===== src/rtl/core/xcfr_pkg.sv =====
// Shared types and constants of the XOR-checked frame receiver.
package xcfr_pkg;

    // Default largest frame body in bytes.
    localparam int MAX_BODY_DEF = 16;

    // Fixed field widths of the item channels.
    localparam int BYTE_W     = 8;
    localparam int MSG_LEN_W  = 5;
    localparam int BYTE_IDX_W = 4;
    localparam int S_TDATA_W  = 8;
    localparam int M_TDATA_W  = 32;

    // Operation codes carried on the input tuser bit.
    localparam logic OP_RX_BYTE = 1'b0;
    localparam logic OP_RESYNC  = 1'b1;

    // Commands from the controller to the datapath.
    typedef struct packed {
        logic load_rx;
        logic advance;
    } xcfr_cmd_t;

    // Status from the datapath to the controller.
    typedef struct packed {
        logic frame_ok;
        logic last_item;
    } xcfr_status_t;

endpackage


===== src/rtl/core/xcfr_ctrl.sv =====
// Controller state machine of the XOR-checked frame receiver.
module xcfr_ctrl (
    input  logic                  aclk,
    input  logic                  aresetn,
    input  logic                  s_tvalid,
    output logic                  s_tready,
    output logic                  m_tvalid,
    input  logic                  m_tready,
    input  xcfr_pkg::xcfr_status_t status,
    output xcfr_pkg::xcfr_cmd_t    cmd
);
    import xcfr_pkg::*;

    typedef enum logic [1:0] {
        ST_RX   = 2'b01,
        ST_EMIT = 2'b10
    } state_t;

    state_t state_reg;
    state_t state_next;

    // Handshake outputs follow the state directly.
    assign s_tready = (state_reg == ST_RX);
    assign m_tvalid = (state_reg == ST_EMIT);

    // Commands to the datapath.
    assign cmd.load_rx = s_tvalid && s_tready;
    assign cmd.advance = m_tvalid && m_tready && !status.last_item;

    // Next state: a frame with a good checksum is drained before the next item is taken.
    always_comb begin
        state_next = state_reg;
        case (state_reg)
            ST_RX: begin
                if (cmd.load_rx && status.frame_ok) begin
                    state_next = ST_EMIT;
                end
            end
            ST_EMIT: begin
                if (m_tready && status.last_item) begin
                    state_next = ST_RX;
                end
            end
            default: begin
                state_next = ST_RX;
            end
        endcase
    end

    // State register.
    always_ff @(posedge aclk) begin
        if (!aresetn) begin
            state_reg <= ST_RX;
        end else begin
            state_reg <= state_next;
        end
    end

endmodule


===== src/rtl/core/xcfr_datapath.sv =====
// Datapath of the XOR-checked frame receiver: frame parsing, body store and result fields.
module xcfr_datapath #(
    parameter int MAX_BODY = xcfr_pkg::MAX_BODY_DEF
) (
    input  logic                          aclk,
    input  logic                          aresetn,
    input  xcfr_pkg::xcfr_cmd_t           cmd,
    output xcfr_pkg::xcfr_status_t        status,
    input  logic                          s_op,
    input  logic [xcfr_pkg::BYTE_W-1:0]   s_byte,
    output logic [xcfr_pkg::BYTE_W-1:0]     msg_id,
    output logic [xcfr_pkg::MSG_LEN_W-1:0]  frame_len,
    output logic [xcfr_pkg::BYTE_IDX_W-1:0] byte_index,
    output logic [xcfr_pkg::BYTE_W-1:0]     data_byte
);
    import xcfr_pkg::*;

    localparam int POS_W = $clog2(MAX_BODY + 4);
    localparam int LEN_W = $clog2(MAX_BODY + 1);
    localparam int IDX_W = (MAX_BODY > 1) ? $clog2(MAX_BODY) : 1;

    localparam logic [POS_W-1:0]  POS_ID   = POS_W'(1);
    localparam logic [POS_W-1:0]  POS_LEN  = POS_W'(2);
    localparam logic [POS_W-1:0]  POS_BODY = POS_W'(3);
    localparam logic [BYTE_W:0]   MAX_LEN  = (BYTE_W + 1)'(MAX_BODY);

    logic [POS_W-1:0]  pos_reg,   pos_next;
    logic [BYTE_W-1:0] id_reg,    id_next;
    logic [POS_W-1:0]  lp2_reg,   lp2_next;
    logic [BYTE_W-1:0] chk_reg,   chk_next;
    logic [IDX_W-1:0]  k_reg,     k_next;
    logic [BYTE_W-1:0] rd_data_reg;
    logic [BYTE_W-1:0] store [MAX_BODY];

    logic [POS_W-1:0]  pos_inc;
    logic              wr_en;
    logic [IDX_W-1:0]  wr_addr;
    logic              frame_ok;
    logic [LEN_W-1:0]  body_len;
    logic              empty_body;

    assign pos_inc = pos_reg + POS_W'(1);
    assign wr_addr = IDX_W'(pos_inc - POS_BODY);

    // Parse one received item according to its position in the frame.
    always_comb begin
        pos_next = pos_reg;
        id_next  = id_reg;
        lp2_next = lp2_reg;
        chk_next = chk_reg;
        wr_en    = 1'b0;
        frame_ok = 1'b0;
        if (s_op == OP_RESYNC) begin
            pos_next = '0;
        end else if (pos_inc == POS_ID) begin
            pos_next = pos_inc;
            id_next  = s_byte;
            chk_next = s_byte;
        end else if (pos_inc == POS_LEN) begin
            if ({1'b0, s_byte} > MAX_LEN) begin
                // An oversized length is the id of a fresh frame.
                pos_next = POS_ID;
                id_next  = s_byte;
                chk_next = s_byte;
            end else begin
                pos_next = pos_inc;
                lp2_next = POS_W'(s_byte) + POS_LEN;
                chk_next = chk_reg ^ s_byte;
            end
        end else if (pos_inc <= lp2_reg) begin
            pos_next = pos_inc;
            chk_next = chk_reg ^ s_byte;
            wr_en    = 1'b1;
        end else begin
            // Checksum byte closes the frame whether or not it matches.
            pos_next = '0;
            frame_ok = (s_byte == chk_reg);
        end
    end

    // Result counter: restarts on every accepted item, steps on each taken result but the last.
    always_comb begin
        k_next = k_reg;
        if (cmd.load_rx) begin
            k_next = '0;
        end else if (cmd.advance) begin
            k_next = k_reg + IDX_W'(1);
        end
    end

    assign body_len   = LEN_W'(lp2_reg - POS_LEN);
    assign empty_body = (body_len == '0);

    assign status.frame_ok  = frame_ok;
    assign status.last_item = empty_body || (LEN_W'(k_reg) == body_len - LEN_W'(1));

    // Result fields, all from registers.
    assign msg_id     = id_reg;
    assign frame_len  = MSG_LEN_W'(body_len);
    assign byte_index = BYTE_IDX_W'(k_reg);
    assign data_byte  = empty_body ? '0 : rd_data_reg;

    // Frame state registers.
    always_ff @(posedge aclk) begin
        if (!aresetn) begin
            pos_reg <= '0;
            id_reg  <= '0;
            lp2_reg <= '0;
            chk_reg <= '0;
            k_reg   <= '0;
        end else begin
            if (cmd.load_rx) begin
                pos_reg <= pos_next;
                id_reg  <= id_next;
                lp2_reg <= lp2_next;
                chk_reg <= chk_next;
            end
            k_reg <= k_next;
        end
    end

    // Body store: written by body bytes, read one entry ahead of the result counter.
    always_ff @(posedge aclk) begin
        if (cmd.load_rx && wr_en) begin
            store[wr_addr] <= s_byte;
        end
        rd_data_reg <= store[k_next];
    end

endmodule


===== src/rtl/core/xor_checked_frame_receiver_top.sv =====
// Top level of the XOR-checked frame receiver.
//
// Usage: received serial bytes enter on the s_ stream, one byte per item, with
// s_tuser low; an item with s_tuser high resynchronises the parser to the start
// of a frame. A frame is an id byte, a length byte (0 to MAX_BODY), the body and
// an XOR checksum over id, length and body. A frame with a good checksum leaves
// on the m_ stream as one item per body byte, or one item for an empty body,
// with m_tlast on the final item. A frame with a bad checksum is dropped.
// Input items are taken back to back while no results are pending. The checksum
// item of a good frame is followed by its results from the next cycle on, one
// per cycle while m_tready is high, and s_tready stays low until the final
// result is taken; the result counter and the registered read port of the body
// store step through the body. While the receiver stalls, the current result
// is held and no input item is taken. Synchronous reset clears the frame
// position, id, length, checksum and result counter; the body store keeps its
// contents and needs no clearing.
module xor_checked_frame_receiver_top #(
    parameter int MAX_BODY = xcfr_pkg::MAX_BODY_DEF
) (
    input  logic                             aclk,
    input  logic                             aresetn,
    input  logic                             s_tvalid,
    output logic                             s_tready,
    input  logic [xcfr_pkg::S_TDATA_W-1:0]   s_tdata,  // rx_byte[7:0]
    input  logic                             s_tuser,  // operation[0]
    output logic                             m_tvalid,
    input  logic                             m_tready,
    output logic [xcfr_pkg::M_TDATA_W-1:0]   m_tdata,  // msg_id[7:0], frame_len[12:8],
                                                       // byte_index[16:13], data_byte[24:17]
    output logic                             m_tlast
);
    import xcfr_pkg::*;

    localparam int M_USED_W = 2 * BYTE_W + MSG_LEN_W + BYTE_IDX_W;

    xcfr_cmd_t    cmd;
    xcfr_status_t status;

    logic [BYTE_W-1:0]     msg_id;
    logic [MSG_LEN_W-1:0]  frame_len;
    logic [BYTE_IDX_W-1:0] byte_index;
    logic [BYTE_W-1:0]     data_byte;

    // Controller.
    xcfr_ctrl u_ctrl (
        .aclk     (aclk),
        .aresetn  (aresetn),
        .s_tvalid (s_tvalid),
        .s_tready (s_tready),
        .m_tvalid (m_tvalid),
        .m_tready (m_tready),
        .status   (status),
        .cmd      (cmd)
    );

    // Datapath.
    xcfr_datapath #(
        .MAX_BODY (MAX_BODY)
    ) u_datapath (
        .aclk       (aclk),
        .aresetn    (aresetn),
        .cmd        (cmd),
        .status     (status),
        .s_op       (s_tuser),
        .s_byte     (s_tdata[BYTE_W-1:0]),
        .msg_id     (msg_id),
        .frame_len  (frame_len),
        .byte_index (byte_index),
        .data_byte  (data_byte)
    );

    // Pack the result fields, lowest field first.
    assign m_tdata = {{(M_TDATA_W - M_USED_W){1'b0}}, data_byte, byte_index, frame_len, msg_id};
    assign m_tlast = status.last_item;

endmodule


===== config.mk =====
export PLATFORM = sky130hd
export DESIGN_NAME = xor_checked_frame_receiver_top
export DESIGN_NICKNAME = d
export VERILOG_FILES = /design/src/rtl/core/xcfr_pkg.sv /design/src/rtl/core/xcfr_ctrl.sv /design/src/rtl/core/xcfr_datapath.sv /design/src/rtl/core/xor_checked_frame_receiver_top.sv
export SDC_FILE = /design/constraint.sdc
export NUM_CORES = 1
export LEC_CHECK = 0
export BUFFER_PORTS_ARGS = -buffer_cell sky130_fd_sc_hd__buf_4
export CAP_MARGIN = 30
export CORE_MARGIN = 2
export CORE_UTILIZATION = 35
export CTS_BUF_LIST = sky130_fd_sc_hd__clkbuf_4
export CTS_CLUSTER_SIZE = 12
export DETAILED_ROUTE_END_ITERATION = 16
export PLACE_DENSITY = 0.47
export SYNTH_ARGS = -nofsm -noshare
export SYNTH_HDL_FRONTEND = slang
export SYNTH_SLANG_ARGS = --single-unit

===== constraint.sdc =====
create_clock -name aclk -period 6.5 [get_ports aclk]
set_input_delay 0.65 -clock aclk [delete_from_list [all_inputs] [get_ports aclk]]
set_output_delay 0.65 -clock aclk [all_outputs]
set_load 0.02 [all_outputs]

# After elaboration in Yosys (flattened, before gate mapping)
# Memories as Yosys holds them, arrays and structs flattened. A register that Yosys moved wholly into a read port is not among the register bits.
# Index checks and enable logic that the tools add are counted.
# word_totals
reg_bits	32
ram_bits	128
inputBits	13
out_inout_bits	35
elab_cells	71
n_memories	1
# mem_list
name	depth	word_bits	read_ports	rd_ports_with_merged_regs	wr	line_no	text
u_datapath.store	16	8	1	1	1	xcfr_datapath.sv:33	logic [BYTE_W-1:0] store [MAX_BODY];
# op_classes
addsub	6
magnitude_cmp	2
eq_ne	8
mux	28
bitwise	4
reduce_logical	16
# op_table
cell	n
two-way mux 8 bit	8
two-way mux 5 bit	5
two-way mux 1 bit	10
equality test 8 bit	1
> comparator 8 x 5 -> 1 bit, second input constant	1
two-way mux 4 bit	2
XOR 8 bit	1
logical AND 1 bit	6
adder 5 x 1 -> 5 bit, second input constant	1
adder 5 x 2 -> 5 bit, second input constant	1
equality test 4 x 5 -> 1 bit	1
equality test 5 x 1 -> 1 bit, second input constant	1
equality test 5 x 2 -> 1 bit, second input constant	1
<= comparator 5 bit	1
zero test 5 bit	1
AND reduction 5 bit	1
subtractor 5 x 1 -> 5 bit, second input constant	1
subtractor 5 x 2 -> 5 bit, second input constant	1
adder 4 x 1 -> 4 bit, second input constant	1
two-way mux 2 bit	2
!= test 2 bit, second input constant	2
one-hot mux 2 bit (2 select lines)	1
AND reduction 4 bit	1
nonzero test 2 bit	2
9 further kinds	11

# Logic depth before layout (Yosys ltp)
# logic_depth
word_depth	9
ltp_mapped	12
ltp_nobuf	11

# Hierarchy
# Synthesis repeated with hierarchy kept, for this count alone.
# unflattened
cells_unflattened	489
hier_area_um2	7314.5
# modules_own_cells
mod	instances	cells_each	area_per_inst_um2	seq_area_each_um2
xcfr_datapath	1	471	7150.6	4604.4
xcfr_ctrl	1	10	107.6	40.0
xor_checked_frame_receiver_top	1	8	56.3	0.0

# Worst setup path after synthesis
# No wires, ideal clock.
# synth_timing
path_type	register -> register
from	register u_datapath.pos_reg[0]
to	memory u_datapath.store[0][0], enable pin
setup_time_ns	0.383
arrival_time_ns	2.992
required_time_ns	6.117
path_slack_ns	3.125
path_stages_with_launch	11
path_buffers	0
synth_period_minus_slack_ns	3.375
cell_sequence	dfxtp_1 -> ha_1 -> xor2_1 -> ha_1 -> o21a_1 -> o21a_1 -> o21a_1 -> o21a_1 -> nor2_1 -> nand2_1 -> nor3_1
# synth_via
elab_chain_cells	9
word_cells_on_any_way	12
cone_classes	2 x add/sub; 1 x order compare; 2 x eq/ne; 6 x mux; 1 x reduce/logical
# synth_rtl
element	line_no	text
start: declaration	xcfr_datapath.sv:27	logic [POS_W-1:0] pos_reg, pos_next;
start signal: assignment	xcfr_datapath.sv:113	pos_reg <= pos_next;
adder 5 x 1 -> 5 bit *	xcfr_datapath.sv:42	assign pos_inc = pos_reg + POS_W'(1);
<= comparator 5 bit	xcfr_datapath.sv:70	end else if (pos_inc <= lp2_reg) begin
two-way mux 1 bit	xcfr_datapath.sv:70	
two-way mux 1 bit	xcfr_datapath.sv:59	end else if (pos_inc == POS_LEN) begin
two-way mux 1 bit	xcfr_datapath.sv:55	end else if (pos_inc == POS_ID) begin
two-way mux 1 bit	xcfr_datapath.sv:53	if (s_op == OP_RESYNC) begin
logical AND 1 bit	xcfr_datapath.sv:124	if (cmd.load_rx && wr_en) begin
two-way mux 1 bit	xcfr_datapath.sv:124	
two-way mux 1 bit (not written as such)	xcfr_datapath.sv:125	store[wr_addr] <= s_byte;
end: declaration	xcfr_datapath.sv:33	
# Mark *: on every way between the ends. The rest lies on a longest branch, timed or not.

# Worst setup path after layout
# layout_timing
from	register u_datapath.pos_reg[0]
to	memory u_datapath.store[2][0], enable pin
# The elaborated chain is that of the path after synthesis.

==> run metrics <==
Reg clk slew, reported paths=140 ps; CP bufs+invs=0; post-synth top area cell=edfxtp_1; vias in the first global route=roughly 4.5k; Setup Viol. Count Final=0; Critical Path Source Type=flip-flop; number of stages on the worst setup path=10; post-layout net count=roughly 640; GPL Wtd Cong=0.839; crit path max fanout=10; share of cells above drive strength 1=14.5%; Power Total=1.82 mW; max incr delay on CP=approximately 750 ps; Hold/Removal Path Class=input pin to flip-flop; clk_lat worst skew=570 ps; CTS tree=done; mean number of vias per cell=5.11; Via Count=4590; Commonest cells post-synth=edfxtp_1, mux2i_1, nand2_1; Worst Path Class, Setup=flip-flop to flip-flop; Unique masters post-synth=62; Final Skew=20.5 ps; RSZ-0062 raised after global routing=false; CTS Buf Count=17; total clock sinks=168; warnings from Yosys=0; Final Max Tran Viols=0; Die Wd=between 150 and 200 µm; post-layout util=roughly 40%; WP data arrival=4250 ps; Reg2Reg Setup Slack=2440 ps; r2r endpoint=u_datapath.store[2][0]$_DFFE_PP_; maximum root-to-sink buffer count=2; Post-CTS Setup Repair Bufs=0; count leader, synth=edfxtp_1; R2R depth=10; FMAX=approximately 0.25 GHz; violation count after the first detailed-routing iteration=355; Top cell by count, worst path=o21a_1; post-synth top area share=51.2%; GR Overflow Total=0; # Max-Cap Violations=0; Pre-antenna DRT Iters=6; largest net degree at the start of global routing=28; GRT Total Usage=16.7%; post-cts sizing count=0; status=finished, final reports clean; max FFs per register=around 130; WL per Instance=19.8 µm; crit-path cells=ha_1 > xor2_1 > ha_1 > o21a_1 > o21a_1 > o21a_1 > o21a_1 > nor2_1 > nand2_1 > nor2_1; Final WS setup=2440 ps; Avg Cell Area, Syn=roughly 13 µm²; setup slack at placement=2390 ps; num rows=53; Worst Setup End Kind=flip-flop; Starting Density=35.7%; # port buffers=40; Chip Height=151 µm; Synth async-reset ratio=0%; Post-synth top flop=edfxtp_1; WHS Path Cells=2; number of H-tree levels=4; static leakage=between 3 and 4 nW; Sum Neg Setup Slack=0 ps; Post-synth EDFFs=around 130; Largest Register=u_datapath.store; synthesized cell area=7510 µm²; Hold Slack=311 ps; worst slew pin tran=slightly above 900 ps; headroom to the max-slew limit=37.6%; Critical-path top delay cell=nor2_1; Mapped Cells=563; Period Utilization, post-route=a little over three fifths; Power Dens Cells=around 220 nW/µm²; DRC=0; Root Driver=clkbuf_4; worst r2r src=u_datapath.pos_reg[0]$_SDFFE_PN0P_; die area=22700 µm²; Ports=48; CTS Hold Bufs=0; crit path from=u_datapath.pos_reg[0]$_SDFFE_PN0P_; FF+latch count, synth=168; Core Area=approximately 21000 µm²; worst setup path end=u_datapath.store[2][0]$_DFFE_PP_; kind of cell adding the most delay to the critical path=simple AND/OR/NAND/NOR gates; Max VDD drop=between 0.0001 and 0.00015 V; Layout area overhead=10.8%; Fin. Hold Viols=0; sequential element share of the synthesized area=61.8%; post-DP HPWL=12000 µm; Period minus WS final=4060 ps; first-pass GRT wire length=27300 µm; DRT antenna net count=0; total length of routed wires=about 18000 µm; Critical Path RT=6690 ps; initial antenna violation count=1; fillers=approximately 2.0k; largest cells by area after synthesis=edfxtp_1, dfxtp_1, mux2i_1
## cell families after synthesis
group,count (synthesis),share of synthesized area [%]
DFF,168,61.8
and+or+nand+nor,138,8.98
other,1,0.0499
adders and majority gates,16,2.66
buffers and inverters,41,3.13
muxes,69,9.21
AOI/OAI and AO/OA,101,10.4
xor gates and xnor gates,29,3.78
## per-layer routing
layer  GRT usage (%)  share of wire (%)  wire length [µm]
met1            23.0                 47              8310
met2            26.6                 47              8380
met3            3.30                4.7               836
met5               0                  0                 0
met4            5.05                1.4               253
## layout make-up
type	instances	area, µm²	area share [%]
sequential	168	4640	55.8
multi-input combinational	360	2660	31.9
timing repair buffer	47	370	4.45
tap	275	344	4.13
clock buffer	17	128	1.53
clock inverter	15	125	1.50
inverter	15	56.3	0.676
antenna	1	2.50	0.0301
## through the flow
stage | cells | area (µm²)
4_1_cts | 897 | 8320
3_3_place_gp | 862 | 8030
5_1_grt | 898 | 8330
6_report | 898 | 8330
3_5_place_dp | 865 | 8070
2_1_floorplan | 569 | 7530
## placed cells by master, fill, tap and decap left out, drive strengths merged, types with 2 or more instances in the layout
master      n
a21boi      2
nor2       38
buf        47
a222oi     16
o21a        5
clkinvlp    2
nand3b      2
a22o        8
edfxtp    128
clkinv      8
clkbuf     17
nand3      15
o21ai      12
and2        7
dfxtp      40
or4         3
xnor2      14
and3        2
ha         16
inv        19
nor3        7
nand2      43
a211oi      6
nor4        2
a21oi      39
nand4       2
conb        7
a2111oi     2
o211ai      2
xor2       13
mux2i      68
nor2b      11
## worst register-to-register path: stages, from the launching register on
cell,delay [ps]
dfxtp_1,590
ha_1,310
xor2_1,520
ha_1,360
o21a_1,110
o21a_1,160
o21a_1,180
o21a_1,260
nor2_1,270
nand2_1,180
nor2_1,750
## power breakdown
part	total [mW]	switching, mW	internal (mW)
registers	1.16	0.00524	1.16
clock network	0.565	0.374	0.191
logic	0.0907	0.0635	0.0272
## worst min-delay path by stage
stage,endpoint,start,slack [ps]
after floorplan,u_datapath.lp2_reg[4]$_SDFFE_PN0P_,u_datapath.lp2_reg[4]$_SDFFE_PN0P_,470
after global placement,u_datapath.msg_id[6]$_SDFFE_PN0P_,u_datapath.msg_id[6]$_SDFFE_PN0P_,440
after detailed placement,u_datapath.msg_id[0]$_SDFFE_PN0P_,u_datapath.msg_id[0]$_SDFFE_PN0P_,450
after CTS,u_ctrl.state_reg[0]$_SDFFE_PN1P_,aresetn,270
after global routing,u_ctrl.state_reg[0]$_SDFFE_PN1P_,aresetn,280
final,u_ctrl.state_reg[0]$_SDFFE_PN1P_,aresetn,310
Power figures use the tool's default switching activity.
